===== src/ppsim_ram.sv =====
`default_nettype none

module ppsim_ram #(
    parameter int WIDTH = 8,
    parameter int DEPTH = 64
) (
    input  wire logic                                 i_clk,
    input  wire logic                                 i_we,
    input  wire logic [((DEPTH > 1) ? $clog2(DEPTH) : 1)-1:0] i_waddr,
    input  wire logic [WIDTH-1:0]                     i_wdata,
    input  wire logic [((DEPTH > 1) ? $clog2(DEPTH) : 1)-1:0] i_raddr,
    output logic      [WIDTH-1:0]                     o_rdata
);

    logic [WIDTH-1:0] r_mem [DEPTH];

    // One write port and one registered read port.
    always_ff @(posedge i_clk) begin
        if (i_we) begin
            r_mem[i_waddr] <= i_wdata;
        end
        o_rdata <= r_mem[i_raddr];
    end

endmodule

`default_nettype wire


===== config.mk =====
export PLATFORM = sky130hd
export DESIGN_NAME = ppsim_ram
export DESIGN_NICKNAME = d
export VERILOG_FILES = /design/src/ppsim_ram.sv
export SDC_FILE = /design/constraint.sdc
export NUM_CORES = 1
export LEC_CHECK = 0
export BUFFER_PORTS_ARGS = -buffer_cell sky130_fd_sc_hd__buf_2
export CORE_UTILIZATION = 60
export CTS_CLUSTER_DIAMETER = 200
export DETAILED_ROUTE_END_ITERATION = 10
export GPL_TIMING_DRIVEN = 0
export PLACE_DENSITY_LB_ADDON = 0.2
export SLEW_MARGIN = 20
export SYNTH_ARGS = -nofsm -noshare
export SYNTH_HDL_FRONTEND = slang
export SYNTH_SLANG_ARGS = --single-unit
export TNS_END_PERCENT = 50

===== constraint.sdc =====
create_clock -name i_clk -period 3.3 [get_ports i_clk]
set_input_delay 0.33 -clock i_clk [delete_from_list [all_inputs] [get_ports i_clk]]
set_output_delay 0.33 -clock i_clk [all_outputs]
set_load 0.03 [all_outputs]

==> results.md, run 1 <==
- Switching share of power: 21.2%
- Post-synthesis cell type count: 40
- Yosys warns: 0
- Slew Limit Fails: 0
- Antenna violations before repair: 3
- Worst Setup End Kind: flip-flop
- Drt first-iter violations: 1,558
- Row cnt: 66
- Post-route DRC: 0
- Slew Limit Headroom: 31.6%
- Worst-margin pin slew: 1030 ps
- Share of the synthesized area in the top cell type: 76.2%
- Post-cts sizing count: 0
- Status: finished clean
- Core Area: 32,800 um^2
- Num ports: 30
- Pre-CTS WS: -4.73 ps
- Post-synth EDFFs: 512
- Synth cell count leaders: edfxtp_1, mux4_2, nor2_1, mux2i_1, nand2_1
- Final min period: 2860 ps
- Most common cell in the netlist: edfxtp_1
- GRT Total Usage: 28.3%
- Total number of H-tree levels: 2
- Cts hold-fix bufs: 0
- Dominant cell type by area after synthesis: edfxtp_1
- CP max stage cell: clkbuf_1
- I/O Buffers: 21
- Layout Skew: 11.8 ps
- TritonCTS clock tree: done
- Setup violators final: 0
- DR vias/cell: 6.71
- Netlist Area Pre-Place: 20,200 um^2
- Fill count: 2,040
- CTS root buf: clkbuf_16
- Fmax: 0.349 GHz
- RD Place Congestion: 0.949
- Critical path's most frequent cell: buf_2
- Clk Latency, worst-skew pair: 560 ps
- Most used DFF post-synth: edfxtp_1
- Part of the power in registers: 54.7%
- Clk sinks: 520
- Peak supply drop: 0.000438 V
- RSZ-0062 raised after global routing: no
- Crit path arrival time: 3230 ps
- Final net count: 1,035
- Tcrit/Tclk final: 86.7%
- Net Switching: 0.00284 W
- Largest cells by area after synthesis: edfxtp_1, mux4_2, nor2_1
- Largest net degree at the start of global routing: 65
- Internal: 0.0106 W
- Clock power frac: 39.7%
- Worst-path clk slew: 60 ps
- Setup Buffers After CTS: 0
- Required time of the critical path: 3670 ps
- Via Count: 10,052
- Yosys reg bits: 520
- Leak pwr: 6.96 nW
- Worst Setup Slack, final: 439 ps
- P per Cell Area: 598 nW/um^2
- Placed wire-length estimate: 28.9 mm
- First-pass GRT wire length: 67.0 mm
- First-pass iteration count of the detailed router: 6
- Congestion Overflow GR: 0
- Max-Cap Viols: 0
- Post-Route WL: 46.4 mm
- Mapped Cells: 940
- Vias in the first global route: 9,876
- CTS buffer count: 50
- Bufs on Longest Clock Path: 3
- Synth Area per Inst: 21.5 um^2
- Die X-Extent: 185 um
- Initial Util: 61.5%
- Register area share after synthesis: 77.0%
- Min-Delay Path Class: input port to flip-flop
- Die H: 185 um
- Syn Nets: 962
- Worst-path cell chain: buf_2 > buf_4 > clkbuf_1 > buf_2 > o221ai_1 > o21a_1 > o41ai_1
- WS Path Type: input port to flip-flop
- Synthesis-to-finish area growth: 11.0%
- Ys async rst share: 0%
- Die Area: 34,300 um^2
- Final hold violation count: 0
- Routed len/inst: 31.0 um
- Critical Path Fanout Max: 10
- Max stage delay on crit path: 740 ps
- Post-route ant nets: 0
- Fraction of final layout cells sized beyond drive strength 1: 24.4%
- Gate power share: 5.6%
- Critical path launch point type: input port
- Power Total: 0.0134 W
==> power groups by stage <==
stage | clock, W | combinational, W | sequential (W)
4_1_cts | 0.00535 | 0.000739 | 0.00733
3_3_place_gp | 0 | 0.000721 | 0.00746
5_1_grt | 0.00561 | 0.000781 | 0.00732
6_report | 0.00532 | 0.000752 | 0.00732
3_5_place_dp | 0 | 0.000735 | 0.00747
2_1_floorplan | 0 | 0.000390 | 0.00749
==> worst max-delay path: cells and delay by family <==
family	cells	cell delay, ps
AO/OA/AOI/OAI	3	1110
buffers and inverters	4	1780
==> cell type report <==
class / instances / area [um^2] / share of cell area (%)
Buffer: 51 / 317 / 1.41
Clock buffer: 61 / 1360 / 6.06
Sequential cell: 520 / 15500 / 69.4
Multi-Input combinational cell: 369 / 4330 / 19.3
Clock inverter: 32 / 164 / 0.732
Tap cell: 442 / 553 / 2.47
Timing Repair Buffer: 21 / 125 / 0.559
Antenna cell: 2 / 5.00 / 0.0224
==> layout by cell type, fill, tap and decap left out, types with 4 or more instances in the layout <==
cell,netlist,final
nor2b_1,14,14
clkbuf_1,17,25
mux2_2,13,13
o221ai_1,8,8
mux2i_1,23,23
nand2b_1,7,7
buf_2,11,24
edfxtp_1,512,512
clkbuf_16,0,53
nand3_1,13,13
dfxtp_1,8,8
nand2_1,19,19
o22ai_1,8,8
buf_1,4,4
buf_6,4,4
mux4_2,126,126
a221oi_1,6,6
nor2_1,83,83
a211oi_1,4,4
clkinv_1,0,22
buf_4,13,21
nor3_1,7,5
clkinv_2,0,7
==> registers in the layout (all words and copies together), names as in the netlist <==
register,count
r_mem,512
o_rdata,8
==> routing by layer <==
layer | wire length, um | GRT usage, % | share of wire [%]
met1 | 18400 | 42.3 | 40
met3 | 5390 | 6.61 | 12
met2 | 21000 | 41.4 | 45
met4 | 1580 | 10.2 | 3.4
met5 | 11 | 0 | 0.024
==> kinds of logic after synthesis <==
group	Yosys count	share of synthesized area, %
flip-flops	520	77.0
AND/OR/NAND/NOR	153	3.39
buffers and inverters	51	1.57
multiplexers	162	15.9
AO/OA/AOI/OAI	54	2.07
==> worst paths after layout <==
path | start | end | slack, ps | cells past startpoint
hold reg to reg | r_mem[7][7] | o_rdata[7] | 970 | 4
setup reg to reg | r_mem[3][3] | o_rdata[3] | 1120 | 4
setup / recovery | i_raddr[2] | o_rdata[5] | 440 | 7
hold / removal | i_raddr[5] | o_rdata[3] | 300 | 2
==> through the flow <==
stage | TNS, ps | util, % | instance area, um^2 | hold WS (ps) | cells
2_1_floorplan | 0 | - | 20200 | 429 | 940
3_3_place_gp | 0 | 63.5 | 20800 | 764 | 1403
3_5_place_dp | -4.73 | 63.6 | 20800 | 764 | 1403
4_1_cts | 0 | 68.2 | 22400 | 217 | 1496
5_1_grt | 0 | 68.3 | 22400 | 275 | 1497
6_report | 0 | 68.3 | 22400 | 296 | 1498
Note: power is estimated with default switching activity, not from simulation.
==> run 2, diff against run 1 <==
--- a/config.mk
+++ b/config.mk
@@ -10,7 +10,9 @@
 export CTS_CLUSTER_DIAMETER = 200
 export DETAILED_ROUTE_END_ITERATION = 10
 export GPL_TIMING_DRIVEN = 0
+export MAX_ROUTING_LAYER = met4
 export PLACE_DENSITY_LB_ADDON = 0.2
+export RECOVER_POWER = 50
 export SLEW_MARGIN = 20
 export SYNTH_ARGS = -nofsm -noshare
 export SYNTH_HDL_FRONTEND = slang
==> results.md, run 2 (synthesis results as in run 1) <==
- Placed wire-length estimate: 28.7 mm (was 28.9 mm)
- Vias in the first global route: 9,618 (was 9,876)
- Power Total: 0.0135 W (was 0.0134 W)
- First-pass iteration count of the detailed router: 5 (was 6)
- Routed len/inst: 30.9 um (was 31.0 um)
- DR vias/cell: 6.66 (was 6.71)
- Die X-Extent: 185 um (unchanged)
- Status: finished, violations left (was finished clean)
- Final min period: 2600 ps (was 2860 ps)
- Clk sinks: 520 (unchanged)
- Most frequent cells in the layout: edfxtp_1, mux4_2, nor2_1 (unchanged)
- Die H: 185 um (unchanged)
- CP top delay family: buffers and inverters (unchanged)
- Layout Skew: 12.9 ps (was 11.8 ps)
- Bufs on Longest Clock Path: 3 (unchanged)
- Cts hold-fix bufs: 0 (unchanged)
- Failing checks: max-capacitance violations, max-slew violations
- Pre-CTS WS: 204 ps (was -4.73 ps)
- Setup violators final: 0 (unchanged)
- Net Switching: 0.00281 W (was 0.00284 W)
- Drt first-iter violations: 1,178 (was 1,558)
- Critical path launch point type: input port (unchanged)
- RSZ-0062 raised after global routing: no (unchanged)
- WS Path Type: input port to flip-flop (unchanged)
- Required time of the critical path: 3700 ps (was 3670 ps)
- First-pass GRT wire length: 66.5 mm (was 67.0 mm)
- Fraction of final layout cells sized beyond drive strength 1: 23.0% (was 24.4%)
- Num ports: 30 (unchanged)
- Fin Setup TNS: 0 ps (unchanged)
- Crit path arrival time: 3000 ps (was 3230 ps)
- Final net count: 1,036 (was 1,035)
- Critical Path Fanout Max: 10 (unchanged)
- Part of the power in registers: 54.3% (was 54.7%)
- Commonest non-fill, non-tap cell in the layout: edfxtp_1 (unchanged)
- Buf+Inv Stages, Crit Path: 4 (unchanged)
- Peak supply drop: 0.000460 V (was 0.000438 V)
- Slew Limit Headroom: -104% (was 31.6%)
- Row cnt: 66 (unchanged)
- Initial Util: 61.5% (unchanged)
- Congestion Overflow GR: 0 (unchanged)
- Worst-margin pin slew: 3060 ps (was 1030 ps)
- Max-Cap Viols: 8 (was 0)
- Tcrit/Tclk final: 78.8% (was 86.7%)
- Fill count: 2,070 (was 2,040)
- Switching share of power: 20.8% (was 21.2%)
- Gate power share: 5.5% (was 5.6%)
- Final hold violation count: 0 (unchanged)
- Fmax: 0.385 GHz (was 0.349 GHz)
- GRT Total Usage: 29.1% (was 28.3%)
- Core Area: 32,800 um^2 (unchanged)
- Worst-path cell chain: buf_2 > buf_4 > clkbuf_1 > buf_2 > o221ai_1 > o21a_1 > o41ai_1 (unchanged)
- Via Count: 9,932 (was 10,052)
- Clock power frac: 40.2% (was 39.7%)
- Leak pwr: 6.92 nW (was 6.96 nW)
- Internal: 0.0107 W (was 0.0106 W)
- Worst-path clk slew: 60 ps (about the same)
- Worst Setup Slack, final: 700 ps (was 439 ps)
- Antenna violations before repair: 0 (was 3)
- Post-route ant nets: 0 (unchanged)
- RD Place Congestion: 0.973 (was 0.949)
- TritonCTS clock tree: done (unchanged)
- Worst Setup End Kind: flip-flop (unchanged)
- Setup Buffers After CTS: 0 (unchanged)
- CP max stage cell: clkbuf_1 (unchanged)
- Min Hold Slack: 237 ps (was 296 ps)
- Antenna cells: 0 (was 2)
- CTS buffer count: 51 (was 50)
- Max stage delay on crit path: 700 ps (was 740 ps)
- Largest net degree at the start of global routing: 65 (unchanged)
- Min-Delay Path Class: input port to flip-flop (unchanged)
- Largest regs: r_mem x512, o_rdata x8 (unchanged)
- Max FFs per register: 512 (unchanged)
- Post-route DRC: 0 (unchanged)
- Total number of H-tree levels: 2 (unchanged)
- Critical path's most frequent cell: buf_2 (unchanged)
- Utilization after layout: 68.2% (was 68.3%)
- Slew Limit Fails: 520 (was 0)
- Clk Latency, worst-skew pair: 570 ps (was 560 ps)
- I/O Buffers: 21 (unchanged)
- Die Area: 34,300 um^2 (unchanged)
- Synthesis-to-finish area growth: 10.9% (was 11.0%)
- P per Cell Area: 604 nW/um^2 (was 598 nW/um^2)
- CTS root buf: clkbuf_16 (unchanged)
- Largest reg by FF count: r_mem (unchanged)
- Post-Route WL: 46.1 mm (was 46.4 mm)
- Post-cts sizing count: 0 (unchanged)
run 2: cell types whose count changed in the layout (fill, tap and decap cells not counted):
cell        before  now
clkbuf_1        25   49
buf_2           24   16
clkinvlp_4       1    0
clkbuf_8         0    2
buf_4           21   13
diode_2          2    0
bufinv_16        1    2
clkinv_4         1    0
clkinv_1        22    9
run 2: worst register-to-register path: cells and delay by family, from the launching register on:
kind	cells	cell delay [ps]
simple gates	1	160
flops	1	380
compound gates	2	990
mux	1	520
run 2: final timing paths:
path                from    endpoint  slack [ps]  cells after the start
max           i_raddr[2]  o_rdata[5]         700                      7
min           i_raddr[5]  o_rdata[3]         240                      2
max reg2reg  r_mem[0][3]  o_rdata[3]        1080                      4
min reg2reg  r_mem[2][7]  o_rdata[7]         970                      4
run 2: layout make-up:
type / instances / area [um^2] / area share [%]
clock inverters: 18 / 129 / 0.576
well taps: 442 / 553 / 2.47
repair buffers: 21 / 85.1 / 0.381
plain buffers: 51 / 317 / 1.42
flip-flops and latches: 520 / 15500 / 69.5
clock buffers: 71 / 1410 / 6.32
multi-input cells: 369 / 4330 / 19.3
run 2: through the flow:
stage | cell area [um^2] | cells
finish | 22400 | 1492
global route | 22400 | 1492
CTS | 22400 | 1492
detailed placement | 20800 | 1403
global placement | 20800 | 1403
floorplan | 20200 | 940
run 2: power by group through the flow:
stage | Combinational, W | Sequential (W) | Clock [W]
2_1_floorplan | 0.000390 | 0.00749 | 0
3_3_place_gp | 0.000720 | 0.00746 | 0
3_5_place_dp | 0.000734 | 0.00747 | 0
4_1_cts | 0.000737 | 0.00733 | 0.00546
5_1_grt | 0.000772 | 0.00734 | 0.00572
6_report | 0.000738 | 0.00734 | 0.00543
run 2: routing by layer:
metal	global-route usage, %	share of wire, %
met3	6.31	11
met4	8.73	2.7
met1	42.3	41
met2	41.8	46
met5	-	0
==> run 3, diff against run 2 <==
==> constraint.sdc (replaced) <==
create_clock -name i_clk -period 2.54 [get_ports i_clk]
set_input_delay 0.254 -clock i_clk [delete_from_list [all_inputs] [get_ports i_clk]]
set_output_delay 0.254 -clock i_clk [all_outputs]
set_load 0.03 [all_outputs]
==> results.md, run 3 (synthesis results as in run 1) <==
- Status: finished clean (was finished, violations left)
- Congestion Overflow GR: 0 (unchanged)
- Synthesis-to-finish area growth: 10.9% (about the same)
- Min-Delay Path Class: input port to flip-flop (unchanged)
- Tcrit/Tclk final: 94.2%
- Levels on crit path: 6 (was 7)
- Bufs on Longest Clock Path: 3 (unchanged)
- Post-route DRC: 0 (unchanged)
- Num ports: 30 (unchanged)
- Worst-margin pin slew: 1430 ps (was 3060 ps)
- Worst Setup End Kind: flip-flop (unchanged)
- Largest reg by FF count: r_mem (unchanged)
- Fin Setup TNS: 0 ps (unchanged)
- Most frequent cells in the layout: edfxtp_1, mux4_2, nor2_1 (unchanged)
- Fmax: 0.418 GHz
- Post-cts sizing count: 0 (unchanged)
- Met1 Use GR: 42.3% (unchanged)
- CTS buffer count: 51 (unchanged)
- Worst Setup Slack, final: 148 ps (was 700 ps)
- Final min period: 2390 ps
- Largest regs: r_mem x512, o_rdata x8 (unchanged)
- R2r endpoint: o_rdata[3] (unchanged)
- Reg-to-reg startpoint: r_mem[0][3] (unchanged)
- P per Cell Area: 784 nW/um^2 (was 604 nW/um^2)
- TritonCTS clock tree: done (unchanged)
- Core Area: 32,800 um^2 (unchanged)
- CP max stage cell: clkbuf_1 (unchanged)
- Fraction of final layout cells sized beyond drive strength 1: 23.9% (was 23.0%)
- Setup violators final: 0 (unchanged)
- Antenna cells: 0 (unchanged)
- FF+latch area: 15,500 um^2 (unchanged)
- Slew Limit Fails: 0 (was 520)
- Peak supply drop: 0.000598 V (was 0.000460 V)
- Crit path arrival time: 2790 ps (was 3000 ps)
- Critical Path Fanout Max: 19 (was 10)
- Slew Limit Headroom: 4.68% (was -104%)
- GRT Total Usage: 29.1% (unchanged)
- Final hold violation count: 0 (unchanged)
- RD Place Congestion: 0.973 (unchanged)
- Row cnt: 66 (unchanged)
- Buf+Inv Stages, Crit Path: 3 (was 4)
- CTS root buf: clkbuf_16 (unchanged)
- Post-route ant nets: 0 (unchanged)
- GR Util met2: 41.8% (unchanged)
- First-pass GRT wire length: 66.5 mm (unchanged)
- First-pass iteration count of the detailed router: 5 (unchanged)
- Crit path to: o_rdata[3] (was o_rdata[5])
- Clk Latency, worst-skew pair: 580 ps (was 570 ps)
- Antenna violations before repair: 0 (unchanged)
- Drt first-iter violations: 1,233 (was 1,178)
- Post-Route WL: 45.9 mm (was 46.1 mm)
- Gr busiest metal: met1 (unchanged)
- WS Path Type: input port to flip-flop (unchanged)
- Utilization after layout: 68.2% (about the same)
- Layout Skew: 16.7 ps (was 12.9 ps)
- I/O Buffers: 21 (unchanged)
- CP top delay family: buffers and inverters (unchanged)
- Max-Cap Viols: 0 (was 8)
- Largest net degree at the start of global routing: 65 (unchanged)
- Via Count: 9,957 (was 9,932)
- Placed wire-length estimate: 28.7 mm (unchanged)
- Fill count: 2,070 (unchanged)
- Setup Buffers After CTS: 0 (unchanged)
- Clk sinks: 520 (unchanged)
- Die H: 185 um (unchanged)
- Worst R2R Path Depth: 4 (unchanged)
- Required time of the critical path: 2940 ps (was 3700 ps)
- Cts hold-fix bufs: 0 (unchanged)
- Routed len/inst: 30.8 um (was 30.9 um)
- Worst-path clk slew: 60 ps (about the same)
- Die X-Extent: 185 um (unchanged)
- Initial Util: 61.5% (unchanged)
- Critical path launch point type: input port (unchanged)
- CP startpoint: i_raddr[2] (unchanged)
- Pre-CTS WS: -480 ps (was 204 ps)
- DR vias/cell: 6.68 (was 6.66)
- Total number of H-tree levels: 2 (unchanged)
- Multi-input logic area: 4330 um^2 (unchanged)
- Worst reg2reg setup slack: 270 ps (was 1080 ps)
- Die Area: 34,300 um^2 (unchanged)
- Worst-path cell chain: buf_2 > buf_4 > clkbuf_1 > mux4_2 > o22ai_1 > o41ai_1 (was buf_2 > buf_4 > clkbuf_1 > buf_2 > o221ai_1 > o21a_1 > o41ai_1)
- Max FFs per register: 512 (unchanged)
- Final net count: 1,035 (was 1,036)
- Leak pwr: 6.95 nW (was 6.92 nW)
- Met3 global-route usage: 6.31% (unchanged)
- Vias in the first global route: 9,618 (unchanged)
- RSZ-0062 raised after global routing: no (unchanged)
- Commonest non-fill, non-tap cell in the layout: edfxtp_1 (unchanged)
- Max stage delay on crit path: 750 ps (was 700 ps)
## run 3: changes by cell type in the layout (fill, tap and decap cells not counted)
| cell | before | now |
|---|---|---|
| clkbuf_2 | 0 | 9 |
| buf_1 | 4 | 3 |
| clkbuf_1 | 49 | 40 |
## run 3: worst min path at each step
stage | from | end | slack [ps] | cells after the start
global placement | o_rdata[6] | o_rdata[6] | 690 | 1
floorplan | i_wdata[0] | r_mem[0][0] | 350 | 0
global route | i_raddr[5] | o_rdata[5] | 150 | 2
CTS | i_raddr[5] | o_rdata[3] | 110 | 2
detailed placement | o_rdata[1] | o_rdata[1] | 690 | 1
finish | i_raddr[5] | o_rdata[3] | 160 | 2
## run 3: routing by layer
| layer | routed length, um | vias to the layer above |
|---|---|---|
| met5 | 0 | - |
| met3 | 4950 | 94 |
| met2 | 20900 | 603 |
| li1 | - | 4068 |
| met4 | 1320 | 0 |
| met1 | 18700 | 5192 |
## run 3: final cells by class
type                            count  share of cell area, %
Sequential cell                   520                   69.5
Multi-Input combinational cell    369                   19.3
Clock buffer                       71                   6.32
Tap cell                          442                   2.47
Buffer                             50                   1.40
Clock inverter                     18                  0.576
Timing Repair Buffer               21                  0.425
## run 3: power by group
part / switching (W) / internal [W] / total, W
combinational: 0.000629 / 0.000329 / 0.000958
clock: 0.00301 / 0.00405 / 0.00706
sequential: 0.0000172 / 0.00951 / 0.00953
total: 0.00365 / 0.0139 / 0.0175
## run 3: per-stage QoR
step	cells	hold slack [ps]	instance area, um^2	power, W
2_1_floorplan	940	353	20200	0.0102
3_3_place_gp	1403	688	20800	0.0106
3_5_place_dp	1403	689	20800	0.0107
4_1_cts	1492	111	22400	0.0176
5_1_grt	1491	146	22400	0.0180
6_report	1491	163	22400	0.0175
